$ cat src/rtl/date_add_days_defines.svh
// Assertion macros shared by the date adder RTL.
// Requires clk_i and rst_ni in the scope of each use.
`ifndef DATE_ADD_DAYS_DEFINES_SVH
`define DATE_ADD_DAYS_DEFINES_SVH

// Same-cycle implication, checked outside reset.
`define DAD_ASSERT_IMP(lbl, ante, cons) \
  lbl: assert property (@(posedge clk_i) disable iff (!rst_ni) (ante) |-> (cons)) \
    else $error("date_add_days: same-cycle check failed");

// Next-cycle implication, checked outside reset.
`define DAD_ASSERT_NXT(lbl, ante, cons) \
  lbl: assert property (@(posedge clk_i) disable iff (!rst_ni) (ante) |=> (cons)) \
    else $error("date_add_days: next-cycle check failed");

`endif

$ cat src/rtl/dad_pkg.sv
// Package for the date adder: word types, microcode format, program ROM
// and calendar tables. Used by date_add_days; depends on nothing.
package dad_pkg;

  localparam int unsigned DaysWidth = 20;
  localparam int unsigned AccWidth  = (DaysWidth > 21) ? DaysWidth + 2 : 23;
  localparam int unsigned PcWidth   = 4;
  localparam int unsigned CntWidth  = 5;

  localparam logic [AccWidth-1:0] OverflowSerial = AccWidth'(3652059);
  localparam logic [13:0]         MaxYear        = 14'd9999;
  localparam logic [3:0]          LastMonth      = 4'd12;
  localparam logic [3:0]          FirstMonth     = 4'd1;
  localparam logic [3:0]          February       = 4'd2;
  localparam logic [4:0]          LastDay        = 5'd31;

  typedef struct packed {
    logic [4:0]           start_day;
    logic [3:0]           start_month;
    logic [13:0]          start_year;
    logic [DaysWidth-1:0] days_to_add;
  } in_word_t;

  typedef struct packed {
    logic [4:0]  end_day;
    logic [3:0]  end_month;
    logic [13:0] end_year;
    logic        year_overflow;
  } out_word_t;

  localparam logic [2:0] OpEnc     = 3'd0;
  localparam logic [2:0] OpDec     = 3'd1;
  localparam logic [2:0] OpAddDate = 3'd2;
  localparam logic [2:0] OpAddDays = 3'd3;
  localparam logic [2:0] OpOvf     = 3'd4;
  localparam logic [2:0] OpClr     = 3'd5;
  localparam logic [2:0] OpMon     = 3'd6;
  localparam logic [2:0] OpDone    = 3'd7;

  localparam logic [1:0] FlagNone = 2'd0;
  localparam logic [1:0] FlagCent = 2'd1;
  localparam logic [1:0] FlagQuad = 2'd2;
  localparam logic [1:0] FlagYear = 2'd3;

  localparam logic [PcWidth-1:0] PcDone = 4'd13;
  localparam logic [PcWidth-1:0] PcLast = 4'd13;

  typedef struct packed {
    logic [2:0]          op;
    logic [8:0]          step;
    logic [17:0]         blk;
    logic [1:0]          lim;
    logic [1:0]          fsel;
    logic [CntWidth-1:0] fcmp;
    logic [PcWidth-1:0]  jmp;
  } ucode_t;

  // Encode loops turn year-1 into days by 400/100/4/1-year blocks; decode
  // loops undo it. The loop counts decide the leap flags.
  function automatic ucode_t ucode_rom(input logic [PcWidth-1:0] pc);
    ucode_t uc;
    uc = '{op: OpDone, step: 9'd0, blk: 18'd0, lim: 2'd0, fsel: FlagNone,
           fcmp: 5'd0, jmp: 4'd0};
    case (pc)
      4'd0: begin
        uc.op = OpEnc; uc.step = 9'd400; uc.blk = 18'd146097;
      end
      4'd1: begin
        uc.op = OpEnc; uc.step = 9'd100; uc.blk = 18'd36524;
        uc.fsel = FlagCent; uc.fcmp = 5'd3;
      end
      4'd2: begin
        uc.op = OpEnc; uc.step = 9'd4; uc.blk = 18'd1461;
        uc.fsel = FlagQuad; uc.fcmp = 5'd24;
      end
      4'd3: begin
        uc.op = OpEnc; uc.step = 9'd1; uc.blk = 18'd365;
        uc.fsel = FlagYear; uc.fcmp = 5'd3;
      end
      4'd4: uc.op = OpAddDate;
      4'd5: uc.op = OpAddDays;
      4'd6: begin
        uc.op = OpOvf; uc.jmp = PcDone;
      end
      4'd7: uc.op = OpClr;
      4'd8: begin
        uc.op = OpDec; uc.step = 9'd400; uc.blk = 18'd146097;
      end
      4'd9: begin
        uc.op = OpDec; uc.step = 9'd100; uc.blk = 18'd36524; uc.lim = 2'd3;
        uc.fsel = FlagCent; uc.fcmp = 5'd3;
      end
      4'd10: begin
        uc.op = OpDec; uc.step = 9'd4; uc.blk = 18'd1461;
        uc.fsel = FlagQuad; uc.fcmp = 5'd24;
      end
      4'd11: begin
        uc.op = OpDec; uc.step = 9'd1; uc.blk = 18'd365; uc.lim = 2'd3;
        uc.fsel = FlagYear; uc.fcmp = 5'd3;
      end
      4'd12: uc.op = OpMon;
      default: uc.op = OpDone;
    endcase
    return uc;
  endfunction

  function automatic logic [4:0] month_days(input logic [3:0] mon, input logic leap);
    logic [4:0] len;
    case (mon)
      4'd2:    len = leap ? 5'd29 : 5'd28;
      4'd4:    len = 5'd30;
      4'd6:    len = 5'd30;
      4'd9:    len = 5'd30;
      4'd11:   len = 5'd30;
      default: len = 5'd31;
    endcase
    return len;
  endfunction

  function automatic logic [8:0] days_before_month(input logic [3:0] mon);
    logic [8:0] d;
    case (mon)
      4'd2:    d = 9'd31;
      4'd3:    d = 9'd59;
      4'd4:    d = 9'd90;
      4'd5:    d = 9'd120;
      4'd6:    d = 9'd151;
      4'd7:    d = 9'd181;
      4'd8:    d = 9'd212;
      4'd9:    d = 9'd243;
      4'd10:   d = 9'd273;
      4'd11:   d = 9'd304;
      4'd12:   d = 9'd334;
      default: d = 9'd0;
    endcase
    return d;
  endfunction

endpackage

$ cat src/rtl/date_add_days.sv
// Time per word is set by the iterations of the 400/100/4/1-year loops
// (encode and decode), the month loop of the sequencer and output stalls.
// Throughput: one word at a time; the next input word is taken in the cycle
// after the result moves into the output register.
// Reset clears the sequencer, the busy flag and the output valid flag.
// Top level of the date adder; uses dad_pkg and date_add_days_defines.svh.
`include "date_add_days_defines.svh"

module date_add_days (
  input  logic                 clk_i,
  input  logic                 rst_ni,
  input  logic                 in_valid_i,
  output logic                 in_stall_o,
  input  dad_pkg::in_word_t    in_word_i,
  output logic                 out_valid_o,
  input  logic                 out_stall_i,
  output dad_pkg::out_word_t   out_word_o
);

  logic                              busy_q, busy_d;
  logic [dad_pkg::PcWidth-1:0]       pc_q, pc_d;
  logic [dad_pkg::AccWidth-1:0]      acc_q, acc_d;
  logic [13:0]                       yr_q, yr_d;
  logic [3:0]                        mon_q, mon_d;
  logic [4:0]                        day_q, day_d;
  logic [dad_pkg::DaysWidth-1:0]     add_q, add_d;
  logic [dad_pkg::CntWidth-1:0]      cnt_q, cnt_d;
  logic [2:0]                        flg_q, flg_d;
  logic                              ovf_q, ovf_d;
  logic                              out_valid_q, out_valid_d;
  dad_pkg::out_word_t                out_word_q, out_word_d;

  dad_pkg::ucode_t uc;
  logic            leap;
  logic            enc_go;
  logic            dec_go;
  logic            mon_go;
  logic [4:0]      mon_len;
  logic            accept;
  logic            out_free;

  assign in_stall_o  = busy_q;
  assign out_valid_o = out_valid_q;
  assign out_word_o  = out_word_q;
  assign accept      = in_valid_i && !busy_q;
  assign out_free    = !out_valid_q || !out_stall_i;

  always_comb begin
    uc      = dad_pkg::ucode_rom(pc_q);
    leap    = flg_q[2] && (!flg_q[1] || flg_q[0]);
    mon_len = dad_pkg::month_days(mon_q, leap);
    enc_go  = yr_q >= 14'(uc.step);
    dec_go  = (acc_q >= dad_pkg::AccWidth'(uc.blk))
              && ((uc.lim == 2'd0) || (cnt_q != dad_pkg::CntWidth'(uc.lim)));
    mon_go  = (mon_q < dad_pkg::LastMonth) && (acc_q >= dad_pkg::AccWidth'(mon_len));
  end

  always_comb begin
    busy_d      = busy_q;
    pc_d        = pc_q;
    acc_d       = acc_q;
    yr_d        = yr_q;
    mon_d       = mon_q;
    day_d       = day_q;
    add_d       = add_q;
    cnt_d       = cnt_q;
    flg_d       = flg_q;
    ovf_d       = ovf_q;
    out_valid_d = out_valid_q;
    out_word_d  = out_word_q;

    if (out_valid_q && !out_stall_i) begin
      out_valid_d = 1'b0;
    end

    if (accept) begin
      busy_d = 1'b1;
      pc_d   = '0;
      acc_d  = '0;
      cnt_d  = '0;
      ovf_d  = 1'b0;
      add_d  = in_word_i.days_to_add;
      day_d  = (in_word_i.start_day == 5'd0) ? 5'd1 : in_word_i.start_day;
      yr_d   = (in_word_i.start_year == 14'd0) ? 14'd0 : in_word_i.start_year - 14'd1;
      if (in_word_i.start_month == 4'd0) begin
        mon_d = dad_pkg::FirstMonth;
      end else if (in_word_i.start_month > dad_pkg::LastMonth) begin
        mon_d = dad_pkg::LastMonth;
      end else begin
        mon_d = in_word_i.start_month;
      end
    end else if (busy_q) begin
      case (uc.op)
        dad_pkg::OpEnc, dad_pkg::OpDec: begin
          if ((uc.op == dad_pkg::OpEnc) ? enc_go : dec_go) begin
            cnt_d = cnt_q + 5'd1;
            if (uc.op == dad_pkg::OpEnc) begin
              yr_d  = yr_q - 14'(uc.step);
              acc_d = acc_q + dad_pkg::AccWidth'(uc.blk);
            end else begin
              yr_d  = yr_q + 14'(uc.step);
              acc_d = acc_q - dad_pkg::AccWidth'(uc.blk);
            end
          end else begin
            cnt_d = '0;
            pc_d  = pc_q + 4'd1;
            case (uc.fsel)
              dad_pkg::FlagCent: flg_d[0] = (cnt_q == uc.fcmp);
              dad_pkg::FlagQuad: flg_d[1] = (cnt_q == uc.fcmp);
              dad_pkg::FlagYear: flg_d[2] = (cnt_q == uc.fcmp);
              default: flg_d = flg_q;
            endcase
          end
        end
        dad_pkg::OpAddDate: begin
          acc_d = acc_q
                  + dad_pkg::AccWidth'(dad_pkg::days_before_month(mon_q))
                  + dad_pkg::AccWidth'(day_q - 5'd1)
                  + dad_pkg::AccWidth'((mon_q > dad_pkg::February) && leap);
          pc_d  = pc_q + 4'd1;
        end
        dad_pkg::OpAddDays: begin
          acc_d = acc_q + dad_pkg::AccWidth'(add_q);
          pc_d  = pc_q + 4'd1;
        end
        dad_pkg::OpOvf: begin
          if (acc_q >= dad_pkg::OverflowSerial) begin
            ovf_d = 1'b1;
            pc_d  = uc.jmp;
          end else begin
            pc_d = pc_q + 4'd1;
          end
        end
        dad_pkg::OpClr: begin
          yr_d  = '0;
          mon_d = dad_pkg::FirstMonth;
          cnt_d = '0;
          pc_d  = pc_q + 4'd1;
        end
        dad_pkg::OpMon: begin
          if (mon_go) begin
            acc_d = acc_q - dad_pkg::AccWidth'(mon_len);
            mon_d = mon_q + 4'd1;
          end else begin
            pc_d = pc_q + 4'd1;
          end
        end
        dad_pkg::OpDone: begin
          if (out_free) begin
            busy_d      = 1'b0;
            out_valid_d = 1'b1;
            if (ovf_q) begin
              out_word_d.end_day       = dad_pkg::LastDay;
              out_word_d.end_month     = dad_pkg::LastMonth;
              out_word_d.end_year      = dad_pkg::MaxYear;
              out_word_d.year_overflow = 1'b1;
            end else begin
              out_word_d.end_day       = acc_q[4:0] + 5'd1;
              out_word_d.end_month     = mon_q;
              out_word_d.end_year      = yr_q + 14'd1;
              out_word_d.year_overflow = 1'b0;
            end
          end
        end
        default: begin
          busy_d = 1'b0;
        end
      endcase
    end
  end

  always_ff @(posedge clk_i or negedge rst_ni) begin
    if (!rst_ni) begin
      busy_q      <= 1'b0;
      pc_q        <= '0;
      cnt_q       <= '0;
      flg_q       <= '0;
      ovf_q       <= 1'b0;
      out_valid_q <= 1'b0;
    end else begin
      busy_q      <= busy_d;
      pc_q        <= pc_d;
      cnt_q       <= cnt_d;
      flg_q       <= flg_d;
      ovf_q       <= ovf_d;
      out_valid_q <= out_valid_d;
    end
  end

  always_ff @(posedge clk_i) begin
    acc_q      <= acc_d;
    yr_q       <= yr_d;
    mon_q      <= mon_d;
    day_q      <= day_d;
    add_q      <= add_d;
    out_word_q <= out_word_d;
  end

  `DAD_ASSERT_IMP(a_pc_in_program, busy_q, pc_q <= dad_pkg::PcLast)
  `DAD_ASSERT_NXT(a_accept_starts, in_valid_i && !in_stall_o, busy_q && (pc_q == '0))
  `DAD_ASSERT_IMP(a_ovf_saturates, out_valid_o && out_word_o.year_overflow,
                  (out_word_o.end_year == dad_pkg::MaxYear)
                  && (out_word_o.end_month == dad_pkg::LastMonth)
                  && (out_word_o.end_day == dad_pkg::LastDay))
  `DAD_ASSERT_IMP(a_result_range, out_valid_o && !out_word_o.year_overflow,
                  (out_word_o.end_year <= dad_pkg::MaxYear)
                  && (out_word_o.end_month != 4'd0)
                  && (out_word_o.end_month <= dad_pkg::LastMonth)
                  && (out_word_o.end_day != 5'd0))

endmodule

$ cat config.mk
export PLATFORM = sky130hd
export DESIGN_NAME = date_add_days
export DESIGN_NICKNAME = d
export VERILOG_FILES = /design/src/rtl/dad_pkg.sv /design/src/rtl/date_add_days.sv
export VERILOG_INCLUDE_DIRS = /design/src /design/src/rtl
export SDC_FILE = /design/constraint.sdc
export NUM_CORES = 1
export LEC_CHECK = 0
export BUFFER_PORTS_ARGS = -buffer_cell sky130_fd_sc_hd__buf_4
export CORE_AREA = 2 2 165 167
export CTS_CLUSTER_SIZE = 14
export DETAILED_ROUTE_END_ITERATION = 8
export DIE_AREA = 0 0 167 169
export PLACE_DENSITY_LB_ADDON = 0.25
export SLEW_MARGIN = 20
export SYNTH_ARGS = -nofsm -noshare
export SYNTH_HDL_FRONTEND = slang
export SYNTH_SLANG_ARGS = --single-unit
$ cat constraint.sdc
create_clock -name clk_i -period 6.15 [get_ports clk_i]
set_input_delay 0.3075 -clock clk_i [delete_from_list [all_inputs] [get_ports clk_i]]
set_output_delay 0.3075 -clock clk_i [all_outputs]
set_load 0.005 [all_outputs]
==> results.tsv <==
stage	metric	value	unit
status	status	completed	
cells_and_area	syn_to_final_growth	12.7	%
cells_and_area	fillers	2556	
logic_synthesis	synth_cell_types	84	
critical_path	path_buf_inv	3	
cells_and_area	layout-drive-gt1-share	0.110	
global_routing	grtUsageTotal	0.248	
sta	timing.fmax	188	MHz
sta	setup_slack	0.820	ns
cts	cts-hold-fix-buffers	1	
cts	cts.reportedPaths.clkPinSlew	0.07	ns
logic_synthesis	synth.largest_area_cell	edfxtp_1	
detailed_routing	ant_nets	0	
detailed_routing	drc	0	
sta	hold_viol	0	
cts	cts_tree	yes	
die	placementRows	60	
die	initial_utilization	0.433	
detailed_routing	drt_first_pass_iters	7	
cells_and_area	final_nets	1613	
cts	root_buffer	clkbuf_16	
logic_synthesis	ys_top_cells_by_area	edfxtp_1 (18%), ha_1 (14%), dfxtp_1 (5.6%)	
logic_synthesis	synth_nets	1568	
critical_path	slowest_delay	0.65	ns
global_routing	grt_pass1_wl	55.6	mm
logic_synthesis	synth_area_per_cell	8.32	sq um
critical_path	critPathSlowestCell	dfrtp_1	
cts	cts_setup_buffers	0	
sta	finalClockSkew	0.0138	ns
critical_path	reg2reg_setup_slack	0.82	ns
detailed_routing	vias	10734	
critical_path	required	6.49	ns
logic_synthesis	yosysSeqAreaShare	0.264	
logic_synthesis	synth-main-ff-cell	edfxtp_1	
sta	post-route-period-util	0.867	
global_routing	antenna_found_initial	0	
die	io_pins	73	
detailed_routing	wl	35.3	mm
detailed_routing	post_drt_wl_per_cell	19.9	um
placement	dp_cells	1746	
critical_path	critical_path.top_delay_family	compound AO/OA/AOI/OAI gates	
cts	htreeDepth	4	
global_routing	grt_start_max_net_pins	47	
critical_path	critPathLaunchType	flip-flop	
logic_synthesis	ys.warnings.count	0	
sta	rsz0062_at_grt	no	
detailed_routing	drt_iter0_markers	917	
logic_synthesis	yosys_register_bits	114	
cts	clock-sinks	114	
cts	cts_buffers	17	
logic_synthesis	yosysMostFrequentCell	ha_1	
die	die_area	28200	sq um
critical_path	cp_max_fo	18	
sta	setup_viol	0	
critical_path	crit_path_end_kind	flip-flop	
die	coreArea	26500	sq um
critical_path	crit_arrival	5.67	ns
placement	place_congestion	0.968	
sta	maxSlewViolCount	0	
logic_synthesis	netlist_area	11500	sq um
logic_synthesis	netlist_instances	1380	
global_routing	overflow	0	
logic_synthesis	ys_async_sr_fraction	0.132	
cts	cts_buffer_depth	2	
placement	place_hpwl	26.4	mm
die	die_h	169	um
logic_synthesis	synth_top_cells_by_count	ha_1 (129), nand2_1 (126), nor2_1 (114)	
cells_and_area	stdcell_count	1779	
sta	max_slew.worst_pin.slew	1.03	ns
sta	tns	0	ns
hold_path	min_path_type	in -> reg	
sta	period_needed	5.33	ns
critical_path	critPathKind	reg -> reg	
logic_synthesis	netlist.area_leader.share	0.175	
sta	relSlewSlack	0.310	
logic_synthesis	synth_edf_count	67	
cts	clk_latency	0.44	ns
flow_run	maxCapViolations	0	
global_routing	grt_pass1_vias	10187	
cts	cts_resized	0	
placement	dp_slack	1.06	ns
cells_and_area	antenna_cells	0	
detailed_routing	vias_per_cell	6.03	
critical_path	path_cells	clkinv_1 > nand2_1 > inv_1 > nor2_1 > nand2_1 > ha_1 > nor3b_1 > o31a_1 > a211o_1 > a21o_1 > a21oi_1 > o21a_1 > buf_4 > nor2_1 > a211oi_1	
placement	port_buffers	72	
die	die_w	167	um
## layer usage
metal	wire length, um	GRT usage
met1	16200	0.344
met2	16000	0.405
met3	2140	0.0281
met4	903	0.0768
met5	0	0
## placed cells by master, fill, tap and decap left out, drive strengths merged, types with 17 or more instances in the layout
cell type,n
a21oi,96
nor3,33
nor2b,20
edfxtp,67
nand2,127
a31oi,21
nor2,114
ha,129
o22ai,23
xnor2,57
nand3,44
o21ai,83
buf,90
xor2,48
a211oi,24
inv,84
dfxtp,32
clkbuf,17
a21o,38
## kinds of logic (layout without fill, tap and decap cells)
family / Yosys count / after routing / share of synthesized area
compound gates: 419 / 419 / 0.244
xor+xnor: 105 / 105 / 0.0801
buf+inv: 139 / 197 / 0.0465
simple gates: 450 / 450 / 0.190
flops: 114 / 114 / 0.264
mux: 12 / 12 / 0.0136
fa+ha+maj: 141 / 141 / 0.161
## stage by stage
stage	hold WS, ns	instance area, sq um	util
2_1_floorplan	0.0119	11500	-
3_3_place_gp	0.183	12300	0.466
3_5_place_dp	0.182	12300	0.466
4_1_cts	0.0318	12900	0.488
5_1_grt	0.0374	12900	0.488
6_report	0.0381	12900	0.488
## path summary, 6_finish.rpt
kind                              start       end  depth (start not counted)
max                             pc_q[2]  acc_q[4]                         15
min                        in_word_i[2]  add_q[2]                          1
max reg2reg                     pc_q[2]  acc_q[4]                         15
min reg2reg                    flg_q[2]  flg_q[2]                          1
max in group asynchronous        rst_ni  cnt_q[1]                          2
min in group asynchronous        rst_ni   pc_q[1]                          2
## sequential cells by signal, indices dropped and copies added, names as in the netlist, 3 cells and up, named ones only
signal / cells
out_word_o: 24
acc_q: 23
add_q: 20
yr_q: 14
cnt_q: 5
day_q: 5
mon_q: 4
pc_q: 4
flg_q: 3
## final cells by class
type | count | area (sq um) | area share
inverter | 74 | 278 | 0.0215
sequential | 114 | 3030 | 0.234
clock buffer | 17 | 425 | 0.0329
tap | 341 | 427 | 0.0330
multi-input combinational | 1127 | 7940 | 0.614
timing repair buffer | 91 | 686 | 0.0530
clock inverter | 15 | 158 | 0.0122
Power is not shown: default switching activity piles up to over one toggle a cycle in this logic, so the estimate is an artifact.
